`src/sv/aapc_pkg.sv`:
```
// ----------------------------------------------------------------------------
// aapc_pkg: shared constants for the ADC averaging and calibration block
// Field widths, register indexes, reset values and fixed-point constants.
// ----------------------------------------------------------------------------
`default_nettype none

package aapc_pkg;

    // Fixed field widths of the channels.
    localparam int SAMPLE_W   = 12;
    localparam int AVG_W      = 12;
    localparam int VOLT_W     = 32;
    localparam int COEF_W     = 32;
    localparam int CNT_W      = 8;
    localparam int N_COEF     = 5;

    // Configuration port.
    localparam int CFG_IDX_W  = 3;
    localparam int CFG_DATA_W = 32;

    localparam logic [CFG_IDX_W-1:0] REG_SAMPLE_COUNT = 3'd0;
    localparam logic [CFG_IDX_W-1:0] REG_COEF_0       = 3'd1;
    localparam logic [CFG_IDX_W-1:0] REG_COEF_1       = 3'd2;
    localparam logic [CFG_IDX_W-1:0] REG_COEF_2       = 3'd3;
    localparam logic [CFG_IDX_W-1:0] REG_COEF_3       = 3'd4;
    localparam logic [CFG_IDX_W-1:0] REG_COEF_4       = 3'd5;

    // Reset values of the registers.
    localparam logic [CNT_W-1:0]         RST_SAMPLE_COUNT = 8'd100;
    localparam logic signed [COEF_W-1:0] RST_COEF_0 = -32'sd163196834;
    localparam logic signed [COEF_W-1:0] RST_COEF_1 = 32'sd217699577;
    localparam logic signed [COEF_W-1:0] RST_COEF_2 = -32'sd92019540;
    localparam logic signed [COEF_W-1:0] RST_COEF_3 = 32'sd18387367;
    localparam logic signed [COEF_W-1:0] RST_COEF_4 = -32'sd1369101;

    // Fixed-point format of the polynomial argument and coefficients.
    localparam int Q_FRAC     = 24;
    localparam int X_DIVISOR  = 1000;
    localparam int DIVISOR_W  = $clog2(X_DIVISOR + 1);

    // Defaults for the top-level parameters.
    localparam int DEF_SAMPLE_BITS = 12;
    localparam int DEF_QUEUE_DEPTH = 2;

endpackage

`default_nettype wire

```
`src/sv/aapc_if.sv`:
```
// ----------------------------------------------------------------------------
// aapc_if: stream channels of the ADC averaging and calibration block
// One channel carries raw samples in, the other carries results out.
// ----------------------------------------------------------------------------
`default_nettype none

interface aapc_in_if;
    import aapc_pkg::*;

    logic                valid;
    logic                ready;
    logic [SAMPLE_W-1:0] sample;

    modport source (output valid, output sample, input ready);
    modport sink   (input valid, input sample, output ready);
endinterface


`default_nettype wire

```
`src/sv/aapc_front.sv`:
```
// ----------------------------------------------------------------------------
// aapc_front: sample accumulator
// Adds samples into a running sum and hands each finished block to the queue.
// ----------------------------------------------------------------------------
`default_nettype none

module aapc_front #(
    parameter int SAMPLE_BITS = aapc_pkg::DEF_SAMPLE_BITS
) (
    input  wire logic                                          clk,
    input  wire logic                                          rst_n,
    aapc_in_if.sink                                            smp,
    input  wire logic [aapc_pkg::CNT_W-1:0]                    sample_count,
    input  wire logic                                          q_full,
    output logic                                               q_push,
    output logic [SAMPLE_BITS+2*aapc_pkg::CNT_W-1:0]           q_data
);
    import aapc_pkg::*;

    localparam int SUM_W = SAMPLE_BITS + CNT_W;

    logic [CNT_W-1:0] taken_reg, taken_next;
    logic [SUM_W-1:0] sum_reg, sum_next;
    logic [CNT_W-1:0] need;
    logic [CNT_W:0]   taken_inc;
    logic [SUM_W-1:0] sum_add;
    logic             close;
    logic             accept;

    // A count of zero behaves as one.
    assign need      = (sample_count == '0) ? CNT_W'(1) : sample_count;
    assign taken_inc = {1'b0, taken_reg} + (CNT_W+1)'(1);
    assign close     = taken_inc >= {1'b0, need};
    assign sum_add   = sum_reg + SUM_W'(SAMPLE_BITS'(smp.sample));

    // Only a closing word needs room in the queue.
    assign smp.ready = !close || !q_full;
    assign accept    = smp.valid && smp.ready;
    assign q_push    = accept && close;
    assign q_data    = {taken_inc[CNT_W-1:0], sum_add};

    always_comb
    begin
        taken_next = taken_reg;
        sum_next   = sum_reg;
        if (accept)
        begin
            if (close)
            begin
                taken_next = '0;
                sum_next   = '0;
            end
            else
            begin
                taken_next = taken_inc[CNT_W-1:0];
                sum_next   = sum_add;
            end
        end
    end

    always_ff @(posedge clk or negedge rst_n)
    begin
        if (!rst_n)
        begin
            taken_reg <= '0;
            sum_reg   <= '0;
        end
        else
        begin
            taken_reg <= taken_next;
            sum_reg   <= sum_next;
        end
    end

`ifndef SYNTH
    a_close_clears : assert property (@(posedge clk) disable iff (!rst_n)
        accept && close |=> taken_reg == '0 && sum_reg == '0)
        else $error("accumulator not cleared after a closing word");
`endif

endmodule

`default_nettype wire

```
`src/flat_wrapper.sv`:
```
// flat-port wrapper written by rule: the top's interface ports become plain ports
module aapc_front_flat import aapc_pkg::*;
#(
    parameter int SAMPLE_BITS = aapc_pkg::DEF_SAMPLE_BITS
)
  (clk, rst_n, sample_count, q_full, q_push, q_data, smp_valid, smp_sample, smp_ready);
  aapc_in_if smp_i ();
  input  wire logic clk;
  input  wire logic rst_n;
  input  wire logic [aapc_pkg::CNT_W-1:0] sample_count;
  input  wire logic q_full;
  output logic q_push;
  output logic [SAMPLE_BITS+2*aapc_pkg::CNT_W-1:0] q_data;
  input wire logic [$bits(smp_i.valid)-1:0] smp_valid;
  input wire logic [$bits(smp_i.sample)-1:0] smp_sample;
  output wire logic [$bits(smp_i.ready)-1:0] smp_ready;
  assign smp_i.valid = smp_valid;
  assign smp_i.sample = smp_sample;
  assign smp_ready = smp_i.ready;
  aapc_front #(.SAMPLE_BITS(SAMPLE_BITS)) u_core (.clk(clk), .rst_n(rst_n), .smp(smp_i), .sample_count(sample_count), .q_full(q_full), .q_push(q_push), .q_data(q_data));
endmodule
```
`config.mk`:
```
export PLATFORM = sky130hd
export DESIGN_NAME = aapc_front_flat
export DESIGN_NICKNAME = d
export VERILOG_FILES = /design/src/sv/aapc_pkg.sv /design/src/sv/aapc_if.sv /design/src/sv/aapc_front.sv /design/src/flat_wrapper.sv
export SDC_FILE = /design/constraint.sdc
export NUM_CORES = 1
export LEC_CHECK = 0
export ABC_AREA = 1
export BUFFER_PORTS_ARGS = -buffer_cell sky130_fd_sc_hd__buf_2
export CORE_MARGIN = 1
export CORE_UTILIZATION = 45
export CTS_BUF_LIST = sky130_fd_sc_hd__clkbuf_4 sky130_fd_sc_hd__clkbuf_8
export DETAILED_ROUTE_END_ITERATION = 12
export PLACE_DENSITY = 0.68
export SLEW_MARGIN = 20
export SYNTH_ARGS = -nofsm -noshare
export SYNTH_HDL_FRONTEND = slang
export SYNTH_SLANG_ARGS = --single-unit
```
`constraint.sdc`:
```
create_clock -name clk -period 3.3 [get_ports clk]
set_clock_uncertainty 0.05 [all_clocks]
set_input_delay 0.33 -clock clk [delete_from_list [all_inputs] [get_ports clk]]
set_output_delay 0.33 -clock clk [all_outputs]
set_load 0.01 [all_outputs]
```
==> results.md <==
- The register with the most flip-flops in the layout has 20 of them.
- Global routing consumed, over all layers together, 20.0% of the routing resources.
- STA classifies the critical path startpoint as a flip-flop.
- By area the synthesized netlist is led by dfrtp_1 (28%), nand2_1 (20%), ha_1 (11%).
- The top cell types in the final layout, fill and taps aside, are nand2_1 (136), buf_2 (53), inv_1 (42).
- On the final layout, the worst hold slack is 0.00386 ns.
- Counting the buffers created by CTS gives 3.
- The antenna diode count is 0.
- The run finished with clean final reports.
- The critical register-to-register path endpoint is u_core.sum_reg[5]$_DFFE_PN0P_.
- The cell sitting at the root of the clock tree is a clkbuf_8.
- After detailed routing, the total wire length is 5370 microns.
- In this run the static leakage power is 1.68 nW.
- The maximum clock insertion buffer count is 2.
- The post-route antenna net violation count is 0.
- The arrival time of data at the critical path endpoint is 2.70 ns.
- The number of top-level pins is 54.
- The cell count after synthesis came out at 357.
- For this design, the CTS-stage hold fixing added 0 buffers.
- For the pin with the worst max-slew slack, the measured transition is 0.632 ns.
- The via count of the first global-routing pass is 2230.
- Compared with the post-synthesis result, the final layout area differs by 14.9%.
- The DRC violation count after routing is 0.
- The final number of max-transition violations was 0.
- In the final routed layout, each cell accounts on average for 11.2 microns.
- The standard cell with the maximum stage delay on the critical path is dfrtp_2.
- During placement, the flow inserted port buffers numbering 53.
- The synthesized design spends more area on one cell type than any other, namely dfrtp_1.
- Headroom to the max-slew limit came out at 57.8%.
- The number of gates resized after CTS was 0.
- The worst flop-to-flop path startpoint is u_core.taken_reg[0]$_DFFE_PN0P_.
- The clock tree from TritonCTS is done.
- The post-route netlist has 22.4% of its cells at a drive strength greater than 1.
- The worst reg2reg path depth is 14.
- Setup violations remaining at the end of the flow were counted as 0.
- The critical path starts at u_core.taken_reg[0]$_DFFE_PN0P_.
- The Yosys step of the flow raised 0 warnings.
- The first TritonRoute pass finished after 5 iterations.
- The worst path needs 3.08 ns of the cycle, external delays included.
- The setup slack of the most critical reg-to-reg path is 0.57 ns.
- Measured along the y axis, the die boundary spans 76.6 microns.
- Dividing the synthesized area by the synthesized cell count gives 7.01 sq um.
- The count of routing violations after the opening detailed-route iteration is 71.
- The starting utilization of the core area is 47.8%.
- The net count after synthesis is 403.
- The commonest non-fill, non-tap cell in the layout is nand2_1.
- The row count is 26.
- The achievable clock frequency is 325 MHz.
- In this run the power density over the cells is 780 nW/um^2.
- Detailed placement finished with a half-perimeter wire length of 4280 microns.
- The setup path with the least slack is of type reg -> out.
- The portion of the clock cycle consumed by the worst path in the final layout is 93.3%.
- The deepest level of the CTS H-tree is 1.
- The worst-case IR drop observed on VDD is 0.000363 V.
- STA classifies the critical path endpoint as an output port.
- The synthesized design contains 28 register bits.
- The total congestion overflow is 0.
- From left edge to right edge, the die measures 76.6 microns.
- The die covers 5860 sq um.
- Entering global routing, the biggest net connects 29 pins.
- The signal on the critical path passes through ha_1 -> nand2_1 -> nor2_4 -> nand3_1 -> xnor2_2 -> ha_1 -> a21o_1 -> nand3_2 -> nand2_2 -> nor2_4 -> nand3_4 -> nand2_8 -> nand3_1 -> inv_1 -> buf_2.
- The core region is 5240 sq um.
- The critical-path maximum fanout is 5.
- Post-CTS timing repair inserted 0 buffers for setup.
- The final RePlAce weighted congestion is 0.899.
- The top cell type by area accounts for 28.0% of the synthesized area.
- In the final design database the tool counted 457 nets.
- The number of clock sinks is 28.
- The kind of path behind the tightest hold check is in -> async.
- For this run, the register share of the synthesized area comes to 28.0%.
- The setup total negative slack is 0 ns.
- The required time of the critical path is 2.92 ns.
- The final-report hold violation count came to 0.
- The tool flagged a number of max-cap violations equal to 0.
- Clock-pin slew was measured on the worst setup and hold paths at 0.10 ns.
- Setup repair after global routing left no endpoint under its margin.
- Dividing the detail-routed via count by the number of cells gives 4.81.
- The netlist uses 31 different library cells.
- The first global-routing pass estimated 9810 microns of wire.
- The initial antenna violation count is 0.
- Summing over every cut layer, the via total after detailed routing is 2310.
- The largest single stage delay on the critical path is 0.42 ns.
- After synthesis the cells add up to 2500 sq um.
- The insertion delay to the later sink of the worst-skew pair is 0.28 ns.
==> where the power goes <==
part,total (mW),switching [mW],internal (mW)
combinational,1.44,0.891,0.553
sequential,0.577,0.112,0.465
clock,0.220,0.113,0.107
==> worst max-delay path: cells and delay by family, from the launching register on <==
family / cells / cell delay, ns
AND/OR/NAND/NOR: 9 / 0.94
flip-flops: 1 / 0.42
adder cells (fa/ha/maj): 2 / 0.53
buffers and inverters: 2 / 0.17
XOR/XNOR: 1 / 0.17
AO/OA/AOI/OAI: 1 / 0.18
==> stage by stage <==
step           cell area [sq um]  total power, mW  std cells  util (%)  setup slack [ns]
2_1_floorplan               2500             1.59        357         -             0.577
3_3_place_gp                2800             2.01        476      53.5             0.579
3_5_place_dp                2800             2.02        476      53.5             0.485
4_1_cts                     2860             2.25        480      54.5             0.151
5_1_grt                     2870             2.46        480      54.9            0.0124
6_report                    2870             2.24        480      54.9             0.222
==> kinds of logic (layout without fill, tap and decap cells) <==
family,Yosys count,in the layout,synth area share (%)
adder cells (fa/ha/maj),22,22,11.3
AO/OA/AOI/OAI,25,25,5.70
buffers and inverters,47,100,8.55
AND/OR/NAND/NOR,218,218,40.5
XOR/XNOR,17,17,5.95
flip-flops,28,28,28.0
==> cells in the mapped netlist <==
cell type	instances
nor2_4	2
or2_2	2
xnor2_1	4
nand2_1	136
a21oi_1	15
a41o_1	1
nand2_2	19
o21a_1	1
nand3_4	1
nor3_1	5
buf_8	2
a21o_1	2
ha_1	21
nand2_8	2
inv_2	1
inv_1	42
nand3_2	1
nor2_1	19
o21bai_1	2
buf_6	2
nor2_2	2
fa_1	1
and3_1	1
o21ai_0	4
nand4_1	5
dfrtp_1	28
nand3b_1	1
nor2_8	1
xor2_1	13
nor4_1	1
nand3_1	20
==> area by class of cell <==
class	count	area, sq um
clock buffers	4	55.1
inverters	43	161
repair buffers	53	265
fillers	525	2360
flip-flops and latches	28	703
well taps	70	87.6
multi-input cells	282	1600
==> routing by layer <==
metal / vias to the layer above / share of wire [%] / global-route usage (%)
met1: 1026 / 51 / 27.9
met3: 2 / 4.8 / 3.71
met5: - / 0 / 0
met2: 54 / 44 / 32.8
li1: 1228 / - / -
met4: 0 / 0.26 / 2.12
==> worst max path at each step <==
stage,to,slack [ns],cells after the start
after global routing,q_push,0.01,15
after floorplan,q_push,0.58,14
final,q_push,0.22,15
after CTS,q_push,0.15,15
after global placement,q_push,0.58,14
after detailed placement,q_push,0.48,15
Power figures use the tool's default switching activity.
