===== config.mk =====
export PLATFORM = sky130hd
export DESIGN_NAME = aapc_queue
export DESIGN_NICKNAME = d
export VERILOG_FILES = /design/src/sv/aapc_pkg.sv /design/src/sv/aapc_queue.sv
export SDC_FILE = /design/constraint.sdc
export NUM_CORES = 1
export LEC_CHECK = 0
export BUFFER_PORTS_ARGS = -buffer_cell sky130_fd_sc_hd__buf_2
export CAP_MARGIN = 20
export CORE_MARGIN = 2
export CORE_UTILIZATION = 55
export DETAILED_ROUTE_END_ITERATION = 10
export GPL_ROUTABILITY_DRIVEN = 1
export HOLD_SLACK_MARGIN = 0.08
export PLACE_DENSITY = 0.83
export SYNTH_ARGS = -nofsm -noshare
export SYNTH_HDL_FRONTEND = slang
export SYNTH_SLANG_ARGS = --single-unit

===== constraint.sdc =====
create_clock -name clk -period 6.3 [get_ports clk]
set_input_delay 1.575 -clock clk [delete_from_list [all_inputs] [get_ports clk]]
set_output_delay 1.575 -clock clk [all_outputs]
set_load 0.01 [all_outputs]

===== src/sv/aapc_pkg.sv =====
// ----------------------------------------------------------------------------
// aapc_pkg: shared constants for the ADC averaging and calibration block
// Field widths, register indexes, reset values and fixed-point constants.
// ----------------------------------------------------------------------------
`default_nettype none

package aapc_pkg;

    // Fixed field widths of the channels.
    localparam int SAMPLE_W   = 12;
    localparam int AVG_W      = 12;
    localparam int VOLT_W     = 32;
    localparam int COEF_W     = 32;
    localparam int CNT_W      = 8;
    localparam int N_COEF     = 5;

    // Configuration port.
    localparam int CFG_IDX_W  = 3;
    localparam int CFG_DATA_W = 32;

    localparam logic [CFG_IDX_W-1:0] REG_SAMPLE_COUNT = 3'd0;
    localparam logic [CFG_IDX_W-1:0] REG_COEF_0       = 3'd1;
    localparam logic [CFG_IDX_W-1:0] REG_COEF_1       = 3'd2;
    localparam logic [CFG_IDX_W-1:0] REG_COEF_2       = 3'd3;
    localparam logic [CFG_IDX_W-1:0] REG_COEF_3       = 3'd4;
    localparam logic [CFG_IDX_W-1:0] REG_COEF_4       = 3'd5;

    // Reset values of the registers.
    localparam logic [CNT_W-1:0]         RST_SAMPLE_COUNT = 8'd100;
    localparam logic signed [COEF_W-1:0] RST_COEF_0 = -32'sd163196834;
    localparam logic signed [COEF_W-1:0] RST_COEF_1 = 32'sd217699577;
    localparam logic signed [COEF_W-1:0] RST_COEF_2 = -32'sd92019540;
    localparam logic signed [COEF_W-1:0] RST_COEF_3 = 32'sd18387367;
    localparam logic signed [COEF_W-1:0] RST_COEF_4 = -32'sd1369101;

    // Fixed-point format of the polynomial argument and coefficients.
    localparam int Q_FRAC     = 24;
    localparam int X_DIVISOR  = 1000;
    localparam int DIVISOR_W  = $clog2(X_DIVISOR + 1);

    // Defaults for the top-level parameters.
    localparam int DEF_SAMPLE_BITS = 12;
    localparam int DEF_QUEUE_DEPTH = 2;

endpackage

`default_nettype wire


===== src/sv/aapc_queue.sv =====
// ----------------------------------------------------------------------------
// aapc_queue: short job queue
// Holds finished sums and counts between the accumulator and the math unit.
// ----------------------------------------------------------------------------
`default_nettype none

module aapc_queue #(
    parameter int W     = 28,
    parameter int DEPTH = aapc_pkg::DEF_QUEUE_DEPTH
) (
    input  wire logic         clk,
    input  wire logic         rst_n,
    input  wire logic         push,
    input  wire logic [W-1:0] push_data,
    output logic              full,
    input  wire logic         pop,
    output logic              pop_valid,
    output logic [W-1:0]      pop_data
);
    localparam int PTR_W = $clog2(DEPTH);
    localparam int CNT_W = $clog2(DEPTH + 1);

    logic [W-1:0]     mem_reg [DEPTH];
    logic [PTR_W-1:0] wr_ptr_reg, wr_ptr_next;
    logic [PTR_W-1:0] rd_ptr_reg, rd_ptr_next;
    logic [CNT_W-1:0] count_reg, count_next;
    logic             do_push;
    logic             do_pop;

    assign full      = count_reg == CNT_W'(DEPTH);
    assign pop_valid = count_reg != '0;
    assign pop_data  = mem_reg[rd_ptr_reg];
    assign do_push   = push && !full;
    assign do_pop    = pop && pop_valid;

    always_comb
    begin
        wr_ptr_next = wr_ptr_reg;
        rd_ptr_next = rd_ptr_reg;
        count_next  = count_reg;
        if (do_push)
        begin
            wr_ptr_next = (wr_ptr_reg == PTR_W'(DEPTH - 1)) ? '0 : wr_ptr_reg + PTR_W'(1);
        end
        if (do_pop)
        begin
            rd_ptr_next = (rd_ptr_reg == PTR_W'(DEPTH - 1)) ? '0 : rd_ptr_reg + PTR_W'(1);
        end
        if (do_push && !do_pop)
        begin
            count_next = count_reg + CNT_W'(1);
        end
        else if (do_pop && !do_push)
        begin
            count_next = count_reg - CNT_W'(1);
        end
    end

    always_ff @(posedge clk or negedge rst_n)
    begin
        if (!rst_n)
        begin
            wr_ptr_reg <= '0;
            rd_ptr_reg <= '0;
            count_reg  <= '0;
        end
        else
        begin
            wr_ptr_reg <= wr_ptr_next;
            rd_ptr_reg <= rd_ptr_next;
            count_reg  <= count_next;
        end
    end

    always_ff @(posedge clk)
    begin
        if (do_push)
        begin
            mem_reg[wr_ptr_reg] <= push_data;
        end
    end

`ifndef SYNTH
    a_no_overflow : assert property (@(posedge clk) disable iff (!rst_n)
        push |-> !full)
        else $error("job pushed into a full queue");
    a_no_underflow : assert property (@(posedge clk) disable iff (!rst_n)
        pop |-> pop_valid)
        else $error("job popped from an empty queue");
`endif

endmodule

`default_nettype wire


==> out/metrics.yaml, run 1 <==
path_max_fanout: 15
power_switching_share: 0.288
synthMostInstantiatedCell: "edfxtp_1"
number_of_antenna_violations_at_the_first_check_in_global_routing: 0
dp_hpwl_um: 2510
maxClockFrequency_mhz: 279
grtUsageTotal: 0.168
synth_cell_types: 16
finish.net_count: 211
powerDensity_nw_per_um2: 462
clockBufferDepth: 2
synth_edf_count: 56
synth_seq_cells: 60
cpPeakStageDelay_ns: 0.79
postCtsSetupRepairBufs: 0
dr.pass1.iters: 4
tightestPinTransition_ns: 0.694
finalCritPeriodShare: 0.568
clk_latency_ns: 0.32
largest_reg_flops: 56
postCtsResizedCells: 0
core.rowCount: 23
core_region_area_um2: 3970
wl_per_cell_um: 15.6
drc: 0
cp_cell_instances: "buf_4, mux2_2, buf_2"
io_pins: 62
final.setup.tns_ns: 0
die-height_um: 68.2
die_outline_area_um2: 4650
tritoncts: "done"
cp-end-kind: "output port"
clock_buffers_created_by_tritoncts: 9
crit_arrival_ns: 2.00
initial_cell_density_of_the_core: 0.571
maxSlewViolCount: 0
globalRoute.totalOverflow: 0
timing.final.setup_violations: 0
finClkSkew_ns: 0.00503
area_delta_synth_final_pct: 23.9
die-width_um: 68.2
number_of_hold_violations_in_the_final_report: 0
holdBufCountCts: 0
power.net_switching_uw: 373
drt_iter0_markers: 44
clock_transition_at_the_registers_of_the_reported_paths_ns: 0.06
post_synth_main_area_contributors: "edfxtp_1, mux2_2, mux2_4, dfrtp_1, xnor2_1"
timing.max_slew.rel_slack: 0.537
grt_setup_unrepaired: "no"
timing.final.crit_period_ns: 3.58
worst-endpoint-required_ns: 4.72
worstSetupStartpointType: "flip-flop"
ys_async_sr_fraction: 0.0667
antenna_violating_nets_post_route: 0
grt_pass1_wl_um: 5300
layout.core_utilization: 0.707
yosys_warnings: 0
share_of_power_burned_in_the_clock_network: 0.238
detailroute.via_count: 1160
mappedNetlistArea_um2: 2270
max-cap-violations: 0
number_of_instances_in_the_synthesized_netlist: 106
gp_routability_congestion: 0.657
worst_hold_path_type: "flip-flop to flip-flop"
sequentialPowerShare: 0.460
comb_power_share: 0.302
place.port_buffers: 61
num-fill-cells: 255
clock_tree.htree_level_count: 3
mappedNetlistNets: 139
yosys-top-cells-count: "edfxtp_1, mux2_2, mux2_4"
worstSetupPathType: "flip-flop to output port"
vias_per_cell: 4.98
fin_worst_hold_slack_ns: 0.506
proportion_of_layout_cells_with_a_drive_suffix_above_1: 0.574
numClockSinks: 60
worst_path_max_delay_cell: "dfrtp_1"
vdd_drop_max_mv: 0.235
synth_ff_type: "edfxtp_1"
clockRootBuffer: "clkbuf_8"
yosysSeqAreaShare: 0.786
synth_top_cell_by_area: "edfxtp_1"
routed_wl_um: 3630
power.internal_uw: 924
insertedDiodeCount: 0
p_leak_nw: 1.12
grt_pass1_vias: 1162
synthesis.area_per_instance_um2: 21.4
result_of_the_run: "finished clean"
grt_start_max_net_pins: 29
yosys.area.top_type_share: 0.742
cell usage in the layout (no fill, tap or decap):
master      instances
xnor2_1             3
nor2_1              1
buf_4               3
clkinv_1            4
clkinv_2            1
clkbuf_8            9
nand2_1             2
mux2_2             18
ha_1                1
or2_1               1
buf_2              61
and3_1              1
inv_1               2
nand2b_1            1
mux2_4             10
edfxtp_1           56
nor2_2              1
dfrtp_1             4
xor2_1              2
clkinvlp_4          1
bufinv_16           1
cells by family after synthesis:
kind of cell	Yosys count	share of synthesized area
multiplexers	28	0.156
buffers and inverters	5	0.0182
flip-flops	60	0.786
adder cells (fa/ha/maj)	1	0.00552
AND/OR/NAND/NOR	7	0.0149
XOR/XNOR	5	0.0193
power by group through the flow:
stage / clock network [mW] / registers (mW) / logic, mW
after floorplan: 0 / 0.579 / 0.294
after global placement: 0 / 0.597 / 0.388
after detailed placement: 0 / 0.605 / 0.396
after CTS: 0.318 / 0.598 / 0.398
after global routing: 0.335 / 0.606 / 0.425
final: 0.309 / 0.597 / 0.391
per-layer routing:
layer / part of all wire / wire, µm / global-route usage / vias up
li1: - / - / - / 553
met1: 0.42 / 1520 / 0.203 / 559
met2: 0.50 / 1810 / 0.258 / 46
met3: 0.080 / 290 / 0.0658 / 2
met4: 0.0044 / 16 / 0.0975 / 0
met5: 0 / 0 / 0 / -
critical path: cells and delay by family, from the launching register on:
family | cells | cell delay (ns)
flops | 1 | 0.79
buf+inv | 2 | 0.52
mux | 1 | 0.37
cell type report:
class / instances / area (µm²) / area share
clock inverter: 7 / 57.6 / 0.0205
clock buffer: 9 / 124 / 0.0441
inverter: 2 / 7.51 / 0.00267
multi-input combinational: 41 / 445 / 0.159
timing repair buffer: 64 / 328 / 0.117
tap: 50 / 62.6 / 0.0223
sequential: 60 / 1780 / 0.635
stage by stage:
step | cell area [µm²] | setup WS [ns] | power, mW | cells
detailed placement | 2630 | 3.06 | 1.00 | 217
floorplan | 2270 | 3.03 | 0.872 | 106
CTS | 2810 | 2.71 | 1.31 | 233
global route | 2810 | 2.64 | 1.37 | 233
global placement | 2630 | 3.11 | 0.985 | 217
finish | 2810 | 2.72 | 1.30 | 233
worst paths after layout:
check	depth (start not counted)	from	endpoint	slack (ns)
worst max-delay path	3	rd_ptr_reg	pop_data[27]	2.72
worst max register to register	4	count_reg[0]	mem_reg[0][26]	4.79
worst min register to register	1	count_reg[1]	count_reg[1]	0.51
min in group asynchronous	1	rst_n	count_reg[1]	1.05
max in group asynchronous	1	rst_n	count_reg[0]	5.12
worst min-delay path	1	count_reg[1]	count_reg[1]	0.51
(Power assumes the default switching activity.)
==> run 2, diff against run 1 <==
--- a/config.mk
+++ b/config.mk
@@ -5,14 +5,15 @@
 export SDC_FILE = /design/constraint.sdc
 export NUM_CORES = 1
 export LEC_CHECK = 0
+export ABC_AREA = 1
 export BUFFER_PORTS_ARGS = -buffer_cell sky130_fd_sc_hd__buf_2
 export CAP_MARGIN = 20
 export CORE_MARGIN = 2
-export CORE_UTILIZATION = 55
+export CORE_UTILIZATION = 46
 export DETAILED_ROUTE_END_ITERATION = 10
 export GPL_ROUTABILITY_DRIVEN = 1
 export HOLD_SLACK_MARGIN = 0.08
-export PLACE_DENSITY = 0.83
+export PLACE_DENSITY = 0.74
 export SYNTH_ARGS = -nofsm -noshare
 export SYNTH_HDL_FRONTEND = slang
 export SYNTH_SLANG_ARGS = --single-unit
==> constraint.sdc (replaced) <==
create_clock -name clk -period 3.05 [get_ports clk]
set_input_delay 0.7625 -clock clk [delete_from_list [all_inputs] [get_ports clk]]
set_output_delay 0.7625 -clock clk [all_outputs]
set_load 0.01 [all_outputs]
==> out/metrics.yaml, run 2 <==
p_leak_nw: 1.25  # +12%
cp_cell_instances: "inv_2, nand2_1, nand2_1, buf_2"
maxClockFrequency_mhz: 413
critPathTopFamily: "buffers and inverters"
synth_cell_types: 14  # -2
clock_buffers_created_by_tritoncts: 9  # unchanged
final-instance-count-excl-fill: 317  # +36%
yosys.area.top_type_share: 0.741  # -0.00123
timing.final.crit_period_ns: 2.42
result_of_the_run: "finished clean"
drt_iter0_markers: 69  # +57%
synth_edf_count: 56  # unchanged
synth_top_cell_by_area: "edfxtp_1"
synth_seq_cells: 60  # unchanged
synth_ff_type: "edfxtp_1"
worstSetupEndpoint: "pop_data[0]"
yosys-top-cells-count: "nand2_1, edfxtp_1, inv_1"
finClkSkew_ns: 0.00702  # +0.00199 ns
ys_async_sr_fraction: 0.0667  # unchanged
worst_hold_path_type: "primary input to async pin"
gp_routability_congestion: 0.641  # -2.4%
final.setup.tns_ns: 0  # unchanged
clk_latency_ns: 0.33  # about the same
postCtsSetupRepairBufs: 0  # unchanged
power.net_switching_uw: 901  # +140%
clock_tree.htree_level_count: 3  # unchanged
synthMostInstantiatedCell: "nand2_1"
power_switching_share: 0.336  # +0.0478
number_of_instances_in_the_synthesized_netlist: 178  # +68%
largest_reg_flops: 56  # unchanged
die_outline_area_um2: 5510  # +19%
r2r-end: "mem_reg[0][25]"
clock_transition_at_the_registers_of_the_reported_paths_ns: 0.06  # about the same
die-height_um: 74.2  # +8.9%
grt_setup_unrepaired: "no"
area_delta_synth_final_pct: 23.6
wl_per_cell_um: 12.7  # -19%
tritoncts: "done"
powerDensity_nw_per_um2: 957  # +110%
die-width_um: 74.2  # +8.9%
numClockSinks: 60  # unchanged
place_inst: 302  # +39%
dp_hpwl_um: 2680  # +6.8%
core.rowCount: 25  # +8.7%
layout.core_utilization: 0.590  # -0.116
timing.max_slew.rel_slack: 0.459  # -0.0779
place.port_buffers: 61  # unchanged
fin_ws_ns: 0.630  # -2.09 ns
fin_worst_hold_slack_ns: 0.223  # -0.283 ns
worst-endpoint-required_ns: 2.29  # -2.43 ns
yosysSeqAreaShare: 0.785  # -0.00130
sequentialPowerShare: 0.448  # -0.012
core_region_area_um2: 4750  # +20%
antenna_violating_nets_post_route: 0  # unchanged
worstSetupPathType: "flip-flop to output port"
maxSlewViolCount: 0  # unchanged
crit_path_frequent_cell: "nand2_1"
dr.pass1.iters: 4  # unchanged
number_of_hold_violations_in_the_final_report: 0  # unchanged
path_max_fanout: 29  # +14
drc: 0  # unchanged
commonest_non_fill_non_tap_cell_in_the_layout: "nand2_1"
share_of_power_burned_in_the_clock_network: 0.239  # about the same
postCtsResizedCells: 0  # unchanged
vias_per_cell: 4.48  # -10%
proportion_of_layout_cells_with_a_drive_suffix_above_1: 0.300  # -0.274
worstSetupStartpointType: "flip-flop"
worst_path_max_delay_cell: "dfrtp_1"
timing.critical_path.depth: 4  # +1
initial_cell_density_of_the_core: 0.477  # -0.0932
cp-end-kind: "output port"
rr_startpoint: "count_reg[1]"
clockBufferDepth: 2  # unchanged
grt_start_max_net_pins: 30  # +3.4%
cpPeakStageDelay_ns: 0.54  # -0.25 ns
clockRootBuffer: "clkbuf_8"
post-place-ws_ns: 0.857  # -2.20 ns
rr_worst_depth: 6  # +2
vdd_drop_max_mv: 0.405  # +72%
tightestPinTransition_ns: 0.809  # +0.115 ns
power.internal_mw: 1.78  # +93%
insertedDiodeCount: 0  # unchanged
finish.net_count: 279  # +32%
grt_pass1_wl_um: 6110  # +15%
post_synth_main_area_contributors: "edfxtp_1, nand2_1, dfrtp_1, inv_1, buf_6"
finalCritPeriodShare: 0.793
reg2reg_setup_slack_ns: 1.20  # -3.59 ns
detailroute.via_count: 1421  # +23%
globalRoute.totalOverflow: 0  # unchanged
synthesis.area_per_instance_um2: 12.8  # -40%
grt_pass1_vias: 1443  # +24%
holdBufCountCts: 0  # unchanged
yosys_warnings: 0  # unchanged
mappedNetlistNets: 211  # +52%
mostFrequentLayoutCells: "nand2_1, buf_2, edfxtp_1"
io_pins: 62  # unchanged
comb_power_share: 0.313  # +0.011
mappedNetlistArea_um2: 2270  # +0.17%
timing.final.setup_violations: 0  # unchanged
max-cap-violations: 0  # unchanged
crit_arrival_ns: 1.66  # -0.34 ns
number_of_antenna_violations_at_the_first_check_in_global_routing: 0  # unchanged
grtUsageTotal: 0.160  # -0.00795
routed_wl_um: 4020  # +11%
critical_path_buf_inv_count: 2  # unchanged
startpoint: "rd_ptr_reg"
==> run 2: cell types whose count changed after synthesis, moves of 5 or more <==
cell and change:
nand2_1 +93, mux2_4 -10, mux2_2 -18, inv_1 +5
==> run 2: power by group through the flow <==
stage                     logic, mW  clock network, mW  registers, mW
after floorplan               0.574                  0           1.19
after global placement        0.841                  0           1.21
after detailed placement      0.857                  0           1.22
after CTS                     0.860              0.660           1.21
after global routing          0.946              0.688           1.22
final                         0.840              0.641           1.20
==> run 2: cell families after synthesis <==
group,count (synthesis),share of synthesized area
simple gates,101,0.169
flops,60,0.785
buf+inv,14,0.0342
compound gates,1,0.00220
xor+xnor,1,0.00386
fa+ha+maj,1,0.00551
==> run 2: metal layers <==
metal,up-vias,global-route usage,share of wire
met5,-,0,0
met4,0,0.113,0.028
met3,9,0.0447,0.054
met2,48,0.264,0.49
met1,640,0.180,0.42
li1,724,-,-
==> run 2: how the worst min path moves through the flow <==
| stage | endpoint | slack (ns) | cells past startpoint |
|---|---|---|---|
| 2_1_floorplan | count_reg[1] | 0.44 | 2 |
| 3_3_place_gp | count_reg[1] | 0.46 | 2 |
| 3_5_place_dp | count_reg[1] | 0.47 | 2 |
| 4_1_cts | wr_ptr_reg | 0.21 | 1 |
| 5_1_grt | rd_ptr_reg | 0.22 | 1 |
| 6_report | rd_ptr_reg | 0.22 | 1 |
==> run 2: area by class of cell <==
class	count	area (µm²)
Tap cell	67	83.8
Sequential cell	60	1780
Clock inverter	4	41.3
Inverter	8	30.0
Clock buffer	11	131
Multi-Input combinational cell	104	418
Fill cell	420	1950
Timing Repair Buffer	63	320
==> run 2: metrics by stage <==
stage	area, µm²	total power [mW]
after global placement	2630	2.06
after CTS	2810	2.73
after floorplan	2270	1.77
final	2810	2.68
after detailed placement	2630	2.08
after global routing	2810	2.85
==> run 3, diff against run 2 <==
--- a/config.mk
+++ b/config.mk
@@ -9,11 +9,11 @@
 export BUFFER_PORTS_ARGS = -buffer_cell sky130_fd_sc_hd__buf_2
 export CAP_MARGIN = 20
 export CORE_MARGIN = 2
-export CORE_UTILIZATION = 46
+export CORE_UTILIZATION = 51
 export DETAILED_ROUTE_END_ITERATION = 10
 export GPL_ROUTABILITY_DRIVEN = 1
 export HOLD_SLACK_MARGIN = 0.08
-export PLACE_DENSITY = 0.74
+export PLACE_DENSITY = 0.78
 export SYNTH_ARGS = -nofsm -noshare
 export SYNTH_HDL_FRONTEND = slang
 export SYNTH_SLANG_ARGS = --single-unit
==> constraint.sdc (replaced) <==
create_clock -name clk -period 2.4 [get_ports clk]
set_input_delay 0.6 -clock clk [delete_from_list [all_inputs] [get_ports clk]]
set_output_delay 0.6 -clock clk [all_outputs]
set_load 0.01 [all_outputs]
==> out/metrics.yaml, run 3 (synthesis results as in run 2) <==
worstSetupStartpointType: "flip-flop"
rr_worst_depth: 6  # unchanged
tightestPinTransition_ns: 0.465  # -0.344 ns
drc: 0  # unchanged
worst-endpoint-required_ns: 1.80  # -0.49 ns
timing.final.crit_period_ns: 1.99
core_region_area_um2: 4320  # -9.1%
io_pins: 62  # unchanged
grt_pass1_wl_um: 5660  # -7.3%
power.net_switching_mw: 1.14  # +26%
globalRoute.totalOverflow: 0  # unchanged
grt_pass1_vias: 1295  # -10%
share_of_power_burned_in_the_clock_network: 0.219  # -0.020
critical_path_buf_inv_count: 2  # unchanged
vdd_drop_max_mv: 0.756  # +86%
clock_transition_at_the_registers_of_the_reported_paths_ns: 0.06  # about the same
critPathTopFamily: "buffers and inverters"
area_delta_synth_final_pct: 22.8
worstSetupPathType: "flip-flop to output port"
layout.core_utilization: 0.645  # +0.0544
worst_hold_path_type: "primary input to flip-flop"
grt_setup_unrepaired: "no"
final-instance-count-excl-fill: 305  # -3.8%
wl_per_cell_um: 12.1  # -4.9%
p_leak_nw: 1.25  # about the same
holdBufCountCts: 1  # +1
r2r-end: "mem_reg[0][2]"
startpoint: "rd_ptr_reg"
proportion_of_layout_cells_with_a_drive_suffix_above_1: 0.312  # +0.0123
die-width_um: 70.7  # -4.8%
cp_cell_instances: "inv_2, nand2_1, nand2_1, buf_2"
routed_wl_um: 3680  # -8.5%
vias_per_cell: 4.70  # +4.7%
rr_startpoint: "count_reg[1]"
comb_power_share: 0.328  # +0.015
initial_cell_density_of_the_core: 0.525  # +0.0475
num-fill-cells: 338  # -20%
drt_iter0_markers: 76  # +10%
finClkSkew_ns: 0.00271  # -0.00431 ns
largest_reg_flops: 56  # unchanged
cpPeakStageDelay_ns: 0.38  # -0.16 ns
crit_path_frequent_cell: "nand2_1"
place.port_buffers: 61  # unchanged
total_power_mw: 3.31  # +23%
number_of_antenna_violations_at_the_first_check_in_global_routing: 0  # unchanged
crit_arrival_ns: 1.39  # -0.27 ns
mostFrequentLayoutCells: "nand2_1, buf_2, edfxtp_1"
worstSetupEndpoint: "pop_data[6]"
grtUsageTotal: 0.156  # -0.00449
final.setup.tns_ns: 0  # unchanged
sequentialPowerShare: 0.453  # +0.005
postCtsResizedCells: 0  # unchanged
clock_buffers_created_by_tritoncts: 9  # unchanged
numClockSinks: 60  # unchanged
result_of_the_run: "finished clean"
dp_hpwl_um: 2390  # -11%
area.sequential_um2: 1780  # unchanged
path_max_fanout: 29  # unchanged
insertedDiodeCount: 0  # unchanged
maxClockFrequency_mhz: 502
worst_path_max_delay_cell: "dfrtp_1"
clockRootBuffer: "clkbuf_8"
clockBufferDepth: 2  # unchanged
finish.net_count: 281  # +0.72%
postCtsSetupRepairBufs: 0  # unchanged
detailroute.via_count: 1432  # +0.77%
timing.critical_path.depth: 4  # unchanged
maxSlewViolCount: 0  # unchanged
gp_routability_congestion: 0.767  # +20%
antenna_violating_nets_post_route: 0  # unchanged
tritoncts: "done"
power_switching_share: 0.343  # +0.00767
grt_start_max_net_pins: 30  # unchanged
power.internal_mw: 2.17  # +22%
multi_input_area_um2: 413  # -1.2%
postLayoutCellArea_um2: 2790  # -0.67%
timing.final.setup_violations: 0  # unchanged
timing.max_slew.rel_slack: 0.690  # +0.230
cp-end-kind: "output port"
die-height_um: 70.7  # -4.8%
postPlaceCellArea_um2: 2620  # -0.62%
dr.pass1.iters: 4  # unchanged
powerDensity_nw_per_um2: 1190  # +24%
reg2reg_setup_slack_ns: 0.90  # -0.30 ns
commonest_non_fill_non_tap_cell_in_the_layout: "nand2_1"
place_inst: 288  # -4.6%
core.rowCount: 24  # -4.0%
die_outline_area_um2: 5000  # -9.3%
max-cap-violations: 0  # unchanged
clock_tree.htree_level_count: 3  # unchanged
number_of_hold_violations_in_the_final_report: 0  # unchanged
clk_latency_ns: 0.32  # about the same
finalCritPeriodShare: 0.829
run 3: metal layers:
metal / part of all wire / track usage
met5: 0 / 0
met4: 0.022 / 0.101
met3: 0.052 / 0.0385
met2: 0.52 / 0.261
met1: 0.41 / 0.179
run 3: area by class of cell:
cell class | instances | area share
Sequential cell | 60 | 0.639
Clock inverter | 5 | 0.0103
Tap cell | 52 | 0.0233
Inverter | 8 | 0.0108
Clock buffer | 11 | 0.0471
Timing Repair Buffer | 65 | 0.121
Multi-Input combinational cell | 104 | 0.148
run 3: metrics by stage:
stage | hold WS, ns | worst slack, ns
global route | 0.449 | 0.258
CTS | 0.451 | 0.367
detailed placement | 0.414 | 0.688
global placement | 0.411 | 0.738
floorplan | 0.304 | 0.0933
finish | 0.467 | 0.410
run 3: worst reg2reg max path: stages, from the launching register on:
cell     delay [ns]
dfrtp_1        0.38
inv_1          0.11
nor2_1         0.06
nor2_1         0.13
nand2_1        0.09
inv_1          0.06
buf_4          0.33
run 3: power by group through the flow:
stage / Combinational (mW) / Sequential, mW / Clock (mW)
2_1_floorplan: 0.729 / 1.51 / 0
3_3_place_gp: 1.09 / 1.51 / 0
3_5_place_dp: 1.10 / 1.52 / 0
4_1_cts: 1.11 / 1.50 / 0.745
5_1_grt: 1.23 / 1.52 / 0.803
6_report: 1.09 / 1.50 / 0.725
run 3: worst min path at each step:
stage,start,to,slack (ns),cells after the start
global placement,rst_n,count_reg[0],0.41,1
floorplan,rst_n,count_reg[0],0.30,0
CTS,push_data[10],mem_reg[1][10],0.45,1
finish,push_data[1],mem_reg[0][1],0.47,1
detailed placement,rst_n,count_reg[0],0.41,1
global route,push_data[3],mem_reg[1][3],0.45,1
